### config.mk
export PLATFORM = sky130hd
export DESIGN_NAME = incremental_pid_clamped_top
export DESIGN_NICKNAME = d
export VERILOG_FILES = /design/src/sv/ipid_pkg.sv /design/src/sv/ipid_term.sv /design/src/sv/incremental_pid_clamped_top.sv
export SDC_FILE = /design/constraint.sdc
export NUM_CORES = 2
export LEC_CHECK = 0
export BUFFER_PORTS_ARGS = -buffer_cell sky130_fd_sc_hd__clkbuf_2
export CORE_ASPECT_RATIO = 0.7
export CORE_MARGIN = 3
export CORE_UTILIZATION = 45
export CTS_CLUSTER_DIAMETER = 30
export CTS_CLUSTER_SIZE = 24
export DETAILED_ROUTE_END_ITERATION = 10
export PLACE_DENSITY = 0.6
export SYNTH_ARGS = -nofsm -noshare
export SYNTH_HDL_FRONTEND = slang
export SYNTH_SLANG_ARGS = --single-unit
### constraint.sdc
create_clock -name clk -period 31.5 [get_ports clk]
set_input_delay 3.15 -clock clk [delete_from_list [all_inputs] [get_ports clk]]
set_output_delay 3.15 -clock clk [all_outputs]
set_load 0.02 [all_outputs]
### src/sv/ipid_pkg.sv
// Shared types, widths and register codes for the incremental PID block.
`timescale 1ns / 1ps

package ipid_pkg;

    // Field and intermediate widths
    localparam int SAMPLE_W = 24;   // measurement and setpoints, signed Q16.8
    localparam int GAIN_W   = 16;   // gains, unsigned Q4.12
    localparam int ERR_W    = 25;   // setpoint - measurement
    localparam int DIFF_W   = 27;   // second difference e - 2*e1 + e2
    localparam int FRAC_W   = 12;   // gain fraction bits dropped after each product
    localparam int PROD_W   = GAIN_W + 1 + DIFF_W;
    localparam int TERM_W   = PROD_W - 1 - FRAC_W;
    localparam int DELTA_W  = TERM_W + 2;
    localparam int DRIVE_W  = 18;   // output accumulator, unsigned Q10.8
    localparam int SUM_W    = DELTA_W + 1;
    localparam int CIDX_W   = 3;
    localparam int CDATA_W  = 24;

    typedef logic signed [SAMPLE_W-1:0] sample_t;
    typedef logic        [GAIN_W-1:0]   gain_t;
    typedef logic signed [ERR_W-1:0]    err_t;
    typedef logic signed [DIFF_W-1:0]   diff_t;
    typedef logic signed [PROD_W-1:0]   prod_t;
    typedef logic signed [TERM_W-1:0]   term_t;
    typedef logic signed [DELTA_W-1:0]  delta_t;
    typedef logic signed [SUM_W-1:0]    sum_t;
    typedef logic        [DRIVE_W-1:0]  drive_t;

    // Configuration register indexes
    typedef enum logic [CIDX_W-1:0] {
        CFG_MODE           = 3'd0,
        CFG_SPEED_SETPOINT = 3'd1,
        CFG_ANGLE_SETPOINT = 3'd2,
        CFG_GAIN_P         = 3'd3,
        CFG_GAIN_I         = 3'd4,
        CFG_GAIN_D         = 3'd5
    } cfg_idx_t;

    // Reset values of the configuration registers
    localparam logic    RST_MODE           = 1'b1;
    localparam sample_t RST_SPEED_SETPOINT = 24'sd6400;
    localparam sample_t RST_ANGLE_SETPOINT = 24'sd0;
    localparam gain_t   RST_GAIN_P         = 16'd410;
    localparam gain_t   RST_GAIN_I         = 16'd2048;
    localparam gain_t   RST_GAIN_D         = 16'd2458;

    // Mode codes
    localparam logic MODE_ANGLE = 1'b0;
    localparam logic MODE_SPEED = 1'b1;

endpackage

### src/sv/ipid_term.sv
// One gain term: unsigned gain times signed difference, floored by the gain fraction.
`timescale 1ns / 1ps

module ipid_term (
    input  ipid_pkg::gain_t gain,
    input  ipid_pkg::diff_t diff,
    output ipid_pkg::term_t term
);

    ipid_pkg::prod_t prod;

    // Multiply with the gain zero-extended so the product stays signed
    assign prod = ipid_pkg::prod_t'($signed({1'b0, gain})) * ipid_pkg::prod_t'(diff);

    // Drop the fraction bits; an arithmetic shift floors toward minus infinity
    assign term = prod[ipid_pkg::PROD_W-2:ipid_pkg::FRAC_W];

endmodule

### src/sv/incremental_pid_clamped_top.sv
// Top level of the incremental PID controller with clamped output accumulator.
`timescale 1ns / 1ps

// Incremental (velocity-form) PID controller. Each measurement transaction is
// subtracted from the selected setpoint (speed when mode is 1, angle when mode
// is 0) and kp*(e-e1) + ki*e + kd*(e-2*e1+e2) is added to an output accumulator
// clamped to 0..OUTPUT_MAX*256 (Q10.8, top capped at 2^18-1). The block takes one
// measurement per cycle while out_ready holds: a transaction sits in the input
// register, then the three multiplies, the sum and the clamp run in one step that
// writes the error history, the accumulator and the result register together, so
// results come out at a sustained rate of one per cycle unless out_ready stalls.
// That rate is set by the loop through the accumulator and error history
// registers. Configuration writes are always taken and must only be issued while
// no transaction is in flight.
module incremental_pid_clamped_top #(
    parameter int OUTPUT_MAX = 1000
) (
    input  logic                                   clk,
    input  logic                                   rst_n,
    input  logic                                   in_valid,
    output logic                                   in_ready,
    input  ipid_pkg::sample_t                      measurement,
    output logic                                   out_valid,
    input  logic                                   out_ready,
    output ipid_pkg::drive_t                       drive_value,
    input  logic                                   cfg_valid,
    output logic                                   cfg_ready,
    input  logic [ipid_pkg::CIDX_W-1:0]            cfg_index,
    input  logic [ipid_pkg::CDATA_W-1:0]           cfg_data
);

    localparam longint LIMIT_FULL = longint'(OUTPUT_MAX) * 256;
    localparam longint LIMIT_CAP  = (longint'(1) << ipid_pkg::DRIVE_W) - 1;
    localparam longint LIMIT_VAL  = (LIMIT_FULL > LIMIT_CAP) ? LIMIT_CAP : LIMIT_FULL;
    localparam ipid_pkg::drive_t ACC_LIMIT = ipid_pkg::DRIVE_W'(LIMIT_VAL);

    // Configuration registers
    logic              mode_reg;
    ipid_pkg::sample_t speed_sp_reg;
    ipid_pkg::sample_t angle_sp_reg;
    ipid_pkg::gain_t   gain_p_reg;
    ipid_pkg::gain_t   gain_i_reg;
    ipid_pkg::gain_t   gain_d_reg;

    // Pipeline and controller state
    logic              s1_valid_reg;
    ipid_pkg::sample_t meas_reg;
    logic              out_valid_reg;
    ipid_pkg::drive_t  drive_reg;
    ipid_pkg::err_t    err_prev_reg;
    ipid_pkg::err_t    err_prev2_reg;
    ipid_pkg::drive_t  accum_reg;
    ipid_pkg::drive_t  accum_next;

    logic              advance;
    ipid_pkg::sample_t setpoint;
    ipid_pkg::err_t    err;
    ipid_pkg::diff_t   diff_p;
    ipid_pkg::diff_t   diff_i;
    ipid_pkg::diff_t   diff_d;
    ipid_pkg::term_t   term_p;
    ipid_pkg::term_t   term_i;
    ipid_pkg::term_t   term_d;
    ipid_pkg::delta_t  delta;
    ipid_pkg::sum_t    acc_sum;

    // Handshake: compute when the result register is free or being drained
    assign advance   = s1_valid_reg && (!out_valid_reg || out_ready);
    assign in_ready  = !s1_valid_reg || advance;
    assign out_valid = out_valid_reg;
    assign drive_value = drive_reg;
    assign cfg_ready = 1'b1;

    // Write configuration registers
    always_ff @(posedge clk or negedge rst_n)
    begin
        if (!rst_n)
        begin
            mode_reg     <= ipid_pkg::RST_MODE;
            speed_sp_reg <= ipid_pkg::RST_SPEED_SETPOINT;
            angle_sp_reg <= ipid_pkg::RST_ANGLE_SETPOINT;
            gain_p_reg   <= ipid_pkg::RST_GAIN_P;
            gain_i_reg   <= ipid_pkg::RST_GAIN_I;
            gain_d_reg   <= ipid_pkg::RST_GAIN_D;
        end
        else if (cfg_valid)
        begin
            unique case (ipid_pkg::cfg_idx_t'(cfg_index))
                ipid_pkg::CFG_MODE:           mode_reg     <= cfg_data[0];
                ipid_pkg::CFG_SPEED_SETPOINT: speed_sp_reg <= $signed(cfg_data);
                ipid_pkg::CFG_ANGLE_SETPOINT: angle_sp_reg <= $signed(cfg_data);
                ipid_pkg::CFG_GAIN_P:         gain_p_reg   <= cfg_data[ipid_pkg::GAIN_W-1:0];
                ipid_pkg::CFG_GAIN_I:         gain_i_reg   <= cfg_data[ipid_pkg::GAIN_W-1:0];
                ipid_pkg::CFG_GAIN_D:         gain_d_reg   <= cfg_data[ipid_pkg::GAIN_W-1:0];
                default: ;
            endcase
        end
    end

    // Capture the measurement transaction
    always_ff @(posedge clk or negedge rst_n)
    begin
        if (!rst_n)
        begin
            s1_valid_reg <= 1'b0;
        end
        else if (in_ready)
        begin
            s1_valid_reg <= in_valid;
        end
    end

    always_ff @(posedge clk)
    begin
        if (in_ready && in_valid)
        begin
            meas_reg <= measurement;
        end
    end

    // Form the error and the three differences
    always_comb
    begin
        setpoint = (mode_reg == ipid_pkg::MODE_SPEED) ? speed_sp_reg : angle_sp_reg;
        err      = ipid_pkg::err_t'(setpoint) - ipid_pkg::err_t'(meas_reg);
        diff_p   = ipid_pkg::diff_t'(err) - ipid_pkg::diff_t'(err_prev_reg);
        diff_i   = ipid_pkg::diff_t'(err);
        diff_d   = ipid_pkg::diff_t'(err) - (ipid_pkg::diff_t'(err_prev_reg) <<< 1)
                 + ipid_pkg::diff_t'(err_prev2_reg);
    end

    ipid_term u_term_p (.gain(gain_p_reg), .diff(diff_p), .term(term_p));
    ipid_term u_term_i (.gain(gain_i_reg), .diff(diff_i), .term(term_i));
    ipid_term u_term_d (.gain(gain_d_reg), .diff(diff_d), .term(term_d));

    // Sum the terms into the accumulator and clamp
    always_comb
    begin
        delta   = ipid_pkg::delta_t'(term_p) + ipid_pkg::delta_t'(term_i)
                + ipid_pkg::delta_t'(term_d);
        acc_sum = ipid_pkg::sum_t'($signed({1'b0, accum_reg})) + ipid_pkg::sum_t'(delta);
        if (acc_sum < 0)
        begin
            accum_next = '0;
        end
        else if (acc_sum > ipid_pkg::sum_t'($signed({1'b0, ACC_LIMIT})))
        begin
            accum_next = ACC_LIMIT;
        end
        else
        begin
            accum_next = acc_sum[ipid_pkg::DRIVE_W-1:0];
        end
    end

    // Advance controller state and load the result
    always_ff @(posedge clk or negedge rst_n)
    begin
        if (!rst_n)
        begin
            err_prev_reg  <= '0;
            err_prev2_reg <= '0;
            accum_reg     <= '0;
            out_valid_reg <= 1'b0;
        end
        else
        begin
            if (advance)
            begin
                err_prev2_reg <= err_prev_reg;
                err_prev_reg  <= err;
                accum_reg     <= accum_next;
                out_valid_reg <= 1'b1;
            end
            else if (out_ready)
            begin
                out_valid_reg <= 1'b0;
            end
        end
    end

    always_ff @(posedge clk)
    begin
        if (advance)
        begin
            drive_reg <= accum_next;
        end
    end

    // The accumulator never leaves the clamp range
    assert property (@(posedge clk) disable iff (!rst_n) accum_reg <= ACC_LIMIT)
        else $error("accumulator above clamp limit");

    // A computed transaction always shows up as the current result
    assert property (@(posedge clk) disable iff (!rst_n)
        advance |=> (out_valid && drive_value == accum_reg))
        else $error("result register out of step with accumulator");

    // Input stalls only while a transaction waits in the input register
    assert property (@(posedge clk) disable iff (!rst_n) !in_ready |-> s1_valid_reg)
        else $error("input stalled with empty input register");

    // Error history moves only when a transaction is computed
    assert property (@(posedge clk) disable iff (!rst_n)
        !$past(advance) |-> $stable(err_prev_reg) && $stable(accum_reg))
        else $error("controller state changed without a transaction");

endmodule
Yosys cells after proc, flatten, opt, wreduce, memory -nomap -nowiden
Cells that the tools add are included.
{"block": "word_totals", "out_inout_bits": 21, "elab_cells": 49, "register_bits": 209, "in_bits": 56}
{"block": "classes", "n_eq_ne": 5, "muxes": 5, "addsub": 7, "order_cmp": 2, "n_mul": 3, "n_reduce_logical": 14}
{"operator": "$mul 17x26->43", "n": 1}
{"operator": "$mul 17x27->43", "n": 1}
{"operator": "$mul 17x25->42", "n": 1}
{"operator": "$mux 18", "n": 2}
{"operator": "$add 19x33->34", "n": 1}
{"operator": "$gt 34x19->1 const B", "n": 1}
{"operator": "$lt 34x1->1 const B", "n": 1}
{"operator": "$add 32x31->33", "n": 1}
{"operator": "$add 31x30->32", "n": 1}
{"operator": "$add 27x25->27", "n": 1}
{"operator": "$sub 25x26->27", "n": 1}
{"operator": "$sub 25x25->26", "n": 1}
{"operator": "$sub 24x24->25", "n": 1}
{"operator": "$mux 24", "n": 1}
{"operator": "$reduce_and 2->1", "n": 6}
{"operator": "$eq 3x2->1 const B", "n": 2}
{"operator": "$eq 3x3->1 const B", "n": 2}
{"operator": "$eq 3x1->1 const B", "n": 1}
{"operator": "$logic_not 3->1", "n": 1}
{"operator": "$logic_and 1x1->1", "n": 2}
{"operator": "$logic_not 1->1", "n": 2}
{"operator": "$logic_or 1x1->1", "n": 2}
{"operator": "$mux 1", "n": 2}
{"operator": "$reduce_bool 2->1", "n": 1}

Longest topological paths before layout
{"block": "logic_depth", "ltp_word": 10, "mapped_depth": 67, "depth_no_buf": 61}

Cells and area by module
A second synthesis with hierarchy kept.
{"block": "unflattened", "cells_unflattened": 6614, "area_unflattened_um2": 60356.6}
{"mod": "incremental_pid_clamped_top", "instances": 1, "cells_each": 1563, "area_per_inst_um2": 15686.3, "seq_area_each_um2": 5460.2}
{"mod": "ipid_term at u_term_d", "instances": 1, "cells_each": 1696, "area_per_inst_um2": 14984.4, "seq_area_each_um2": 0.0}
{"mod": "ipid_term at u_term_p", "instances": 1, "cells_each": 1694, "area_per_inst_um2": 14974.4, "seq_area_each_um2": 0.0}
{"mod": "ipid_term at u_term_i", "instances": 1, "cells_each": 1661, "area_per_inst_um2": 14711.6, "seq_area_each_um2": 0.0}

Worst setup path before layout
No wires, ideal clock.
{"block": "synth_timing", "path_type": "register to register", "startpoint": "reg mode_reg", "endpoint": "reg drive_reg[11], in the netlist drive_value[11], data pin", "required_time_ps": 31228, "setup_ps": 272, "stages_incl_launch_ff": 61, "path_buffers": 6, "arrival_time_ps": 15587, "synth_period_minus_slack_ps": 15860, "slack_ps": 15640, "cell_sequence": "dfstp_2 -> clkbuf_1 -> buf_1 -> mux2_2 -> ha_1 -> a2111o_1 -> o211ai_1 -> o21ai_0 -> o41a_1 -> a211oi_1 -> xnor2_1 -> clkbuf_1 -> inv_1 -> fa_1 -> inv_1 -> ha_1 -> and4_1 -> and3_1 -> [25 not listed] -> a21oi_1 -> xnor2_1 -> fa_1 -> inv_1 -> ha_1 -> ha_1 -> clkbuf_1 -> inv_1 -> a32oi_1 -> o2111ai_1 -> or4_1 -> nor4_2 -> nand3_1 -> a2111oi_2 -> nand4_1 -> nor4_1 -> clkbuf_1 -> a21oi_1"}
{"block": "synth_between", "elab_chain_cells": 10, "word_cells_on_any_way": 15, "cone_classes": "7 x add/sub; 3 x mul; 2 x order compare; 3 x mux"}
{"item": "start, declared", "line": "incremental_pid_clamped_top.sv:38", "source": "logic mode_reg;"}
{"item": "start signal, assigned", "line": "incremental_pid_clamped_top.sv:79", "source": "mode_reg <= ipid_pkg::RST_MODE;"}
{"item": "start signal, assigned", "line": "incremental_pid_clamped_top.sv:89", "source": "ipid_pkg::CFG_MODE: mode_reg <= cfg_data[0];"}
{"item": "$mux 24 (*)", "line": "incremental_pid_clamped_top.sv:124", "source": "setpoint = (mode_reg == ipid_pkg::MODE_SPEED) ? speed_sp_reg : angle_sp_reg;"}
{"item": "$sub 24x24->25 (*)", "line": "incremental_pid_clamped_top.sv:125", "source": "err = ipid_pkg::err_t'(setpoint) - ipid_pkg::err_t'(meas_reg);"}
{"item": "via err[19]", "line": "incremental_pid_clamped_top.sv:57", "source": "ipid_pkg::err_t err;"}
{"item": "$sub 25x25->26 / $sub 25x26->27 (equally long branches)", "line": "incremental_pid_clamped_top.sv:126, incremental_pid_clamped_top.sv:128"}
{"item": "$mul 17x26->43 / $add 27x25->27 (equally long branches)", "line": "ipid_term.sv:13, incremental_pid_clamped_top.sv:129"}
{"item": "$add 31x30->32 / $mul 17x27->43 (equally long branches)", "line": "incremental_pid_clamped_top.sv:139, ipid_term.sv:13"}
{"item": "$add 32x31->33 (*)", "line": "incremental_pid_clamped_top.sv:140", "source": "+ ipid_pkg::delta_t'(term_d);"}
{"item": "$add 19x33->34 (*)", "line": "incremental_pid_clamped_top.sv:141", "source": "acc_sum = ipid_pkg::sum_t'($signed({1'b0, accum_reg})) + ipid_pkg::sum_t'(delta);"}
{"item": "$gt 34x19->1", "line": "incremental_pid_clamped_top.sv:146", "source": "else if (acc_sum > ipid_pkg::sum_t'($signed({1'b0, ACC_LIMIT})))"}
{"item": "$mux 18", "line": "incremental_pid_clamped_top.sv:146"}
{"item": "$mux 18 (*)", "line": "incremental_pid_clamped_top.sv:142", "source": "if (acc_sum < 0)"}
{"item": "via accum_next[11]", "line": "incremental_pid_clamped_top.sv:53", "source": "ipid_pkg::drive_t accum_next;"}
{"item": "end signal, assigned", "line": "incremental_pid_clamped_top.sv:186", "source": "drive_reg <= accum_next;"}
{"item": "end, declared", "line": "incremental_pid_clamped_top.sv:49", "source": "ipid_pkg::drive_t drive_reg;"}
The timed path passes the listed nets; every way through them passes the cells marked *.
A chain may end at the register's enable or synchronous reset.

Worst setup path in the final report
{"block": "layout_timing", "startpoint": "reg mode_reg", "endpoint": "reg accum_reg[1]"}
{"block": "layout_between", "elab_chain_cells": 10, "word_cells_on_any_way": 15, "cone_classes": "7 x add/sub; 3 x mul; 2 x order compare; 3 x mux"}
{"item": "$mux 24 (*)", "line": "incremental_pid_clamped_top.sv:124"}
{"item": "$sub 24x24->25 (*)", "line": "incremental_pid_clamped_top.sv:125"}
{"item": "$sub 25x25->26 / $sub 25x26->27 (equally long branches)", "line": "incremental_pid_clamped_top.sv:126, incremental_pid_clamped_top.sv:128"}
{"item": "$mul 17x26->43 / $add 27x25->27 (equally long branches)", "line": "ipid_term.sv:13, incremental_pid_clamped_top.sv:129"}
{"item": "$add 31x30->32 / $mul 17x27->43 (equally long branches)", "line": "incremental_pid_clamped_top.sv:139, ipid_term.sv:13"}
{"item": "$add 32x31->33 (*)", "line": "incremental_pid_clamped_top.sv:140"}
{"item": "$add 19x33->34 (*)", "line": "incremental_pid_clamped_top.sv:141"}
{"item": "$gt 34x19->1", "line": "incremental_pid_clamped_top.sv:146"}
{"item": "$mux 18", "line": "incremental_pid_clamped_top.sv:146"}
{"item": "$mux 18 (*)", "line": "incremental_pid_clamped_top.sv:142"}
{"item": "end signal, assigned", "line": "incremental_pid_clamped_top.sv:172", "source": "accum_reg <= accum_next;"}
{"item": "end, declared", "line": "incremental_pid_clamped_top.sv:52", "source": "ipid_pkg::drive_t accum_reg;"}
Every way passes the cells marked *; elsewhere a longest branch is shown, timed or not.

==> metrics.txt <==
status complete, no violations; Synth cell types between 90 and 100; Post-synth EDFFs 42; flops & latches, synth between 200 and 250; final net count 8227; Synth Area in Compound Gates 0.0616; Setup Fix Bufs, Post-CTS 0; top cell type's share of synthesized area 0.427; adder-cell share of the synthesized area 0.519; num ports 77; final wirelength approximately 160 mm; Final ANT Viol Nets 0; vias in the first global route approximately 45000; Ys Warns 0; nature of the critical path startpoint flip-flop; crit-path max FO 27; Hold WC Path Type flip-flop to flip-flop; Critical Path RT about 32 ns; multiplexer share of the synthesized area 0.0259; RePlAce Congestion 0.938; max incr delay on CP approximately 0.94 ns; Syn Area/Cell just over 9 um^2; DP HPWL between 100 and 150 mm; Hold Violations, Final 0; Async SR Flop Fraction 0.799; starting density of the core 0.458; TritonRoute pass-1 iters 6; largest net degree at the start of global routing 85; first-pass GRT wire length roughly 260 mm; post-cts hold buffer count 0; Worst path slowest cell dfstp_2; max cap viols 0; core area ~130000 um^2; initial antenna violation count 2; Tmin final ~18 ns; Reg clk slew, reported paths 0.05 ns; Worst-Margin Slew approximately 1.3 ns; Max-slew headroom 0.132; RSZ-0062 raised after global routing no; I/O Buffers 75; Tcrit/Tclk final 0.565; GRT Total Usage 0.248; final slew viol count 0; setup_tns 0 ns; DRC viols 0; leading cell type in the layout, fill and taps excluded inv_1; Die X-Extent 440 um; Worst-Skew Late Latency approximately 0.63 ns; # setup viols final 0; CTS max path bufs 3; fraction of layout cells with a size suffix above 1 0.0772; largest family of logic cells by synthesized area adder cells; FP Rows 110; number of CTS-inserted buffers 52; GRT overflow 0; WL per Instance 19.7 um; main flop type after synthesis dfrtp_1; H-Tree Level Count 2; DRT iter0 DRCs roughly 3100; Area growth syn-to-layout 7.26%; r2r setup slk 13.70 ns; via count approximately 43000; Post-Syn Area a little under 60000 um^2; Synth Net Count between 8000 and 9000; Synth Area in XOR/XNOR 0.0301; register area share after synthesis 0.0919; CP arrival approximately 18 ns; Sink Count 209; Worst Clk Skew between 0.02 and 0.03 ns; Achievable Freq around 0.056 GHz; simple-gate area share of the yosys netlist 0.155; Mapped Cells about 6500; Worst setup EP type flip-flop; synth top area cells fa_1, inv_1, ha_1; met2 wire length 70.5 mm; Root Buffer Master clkbuf_16; most frequent cells in the layout inv_1, fa_1, nand2_1, and2_1, ha_1; Top Metal Used met4; Via density between 5 and 6; largest area contributor in the netlist fa_1; wl on met1 ~77 mm; Die Area approximately 140000 um^2; Die Y ~310 um; CTS resizes 0; CTS tree yes; Setup CP Type flip-flop to flip-flop; metal3 WL ~12 mm; CP dominant cell by count fa_1
## per-stage QoR
stage                     worst slack, ns   util  area (um^2)  instances  hold slack (ns)
after floorplan                     15.64      -        59400       6506            0.449
after global placement              14.25  0.477        61900       8155            0.462
after detailed placement            13.85  0.477        61900       8155            0.470
after CTS                           13.81  0.491        63700       8253            0.481
after global routing                12.63  0.491        63700       8253            0.505
final                               13.70  0.491        63700       8254            0.478
## worst paths after layout
path,startpoint,end,depth (start not counted)
max,mode_reg,accum_reg[1],58
max in group asynchronous,rst_n,accum_reg[14],3
min reg2reg,accum_reg[6],accum_reg[6],2
min in group asynchronous,rst_n,speed_sp_reg[21],1
min,accum_reg[6],accum_reg[6],2
max reg2reg,mode_reg,accum_reg[1],58
## synth_stat cells, drive strengths merged, types with 50 or more instances
library cell  count
a21o             60
nor3             50
inv            1562
xnor2           140
a21oi           129
nor2            152
nor2b            62
o21ai           136
clkbuf          262
mux2            126
nand3            55
fa             1268
nand2           847
xor2             64
ha              430
dfrtp           151
and2            506
## layer usage
| layer | vias to the layer above | track usage |
|---|---|---|
| met5 | - | 0 |
| met4 | 0 | 0.0596 |
| met3 | 178 | 0.0377 |
| met2 | 1405 | 0.374 |
| met1 | 22100 | 0.376 |
| li1 | 19500 | - |
## worst max-delay path, delay by kind of cell (launching register included)
family / cells / cell delay (ns)
AOI/OAI and AO/OA: 21 / 5.44
xor gates and xnor gates: 2 / 0.27
adders and majority gates: 14 / 6.17
buffers and inverters: 7 / 1.30
DFF: 1 / 0.94
muxes: 1 / 0.18
and+or+nand+nor: 13 / 3.35
## cell families after synthesis
logic type | Yosys count
compound gates | 550
other cells | 1
mux | 138
xor+xnor | 204
simple gates | 1860
buf+inv | 1841
fa+ha+maj | 1703
flops | 209
## final cells by class
cell class,instances,area [um^2]
Clock inverter,38,435
Clock buffer,60,1360
Timing Repair Buffer,192,1260
Antenna cell,1,2.50
Inverter,1562,5860
Tap cell,1736,2170
Multi-Input combinational cell,4456,47100
Sequential cell,209,5460
Fill cell,12200,66100
Power is left out: the tool's default activity adds up to more than one toggle a clock period on the data nets, which glitch-free logic cannot reach.
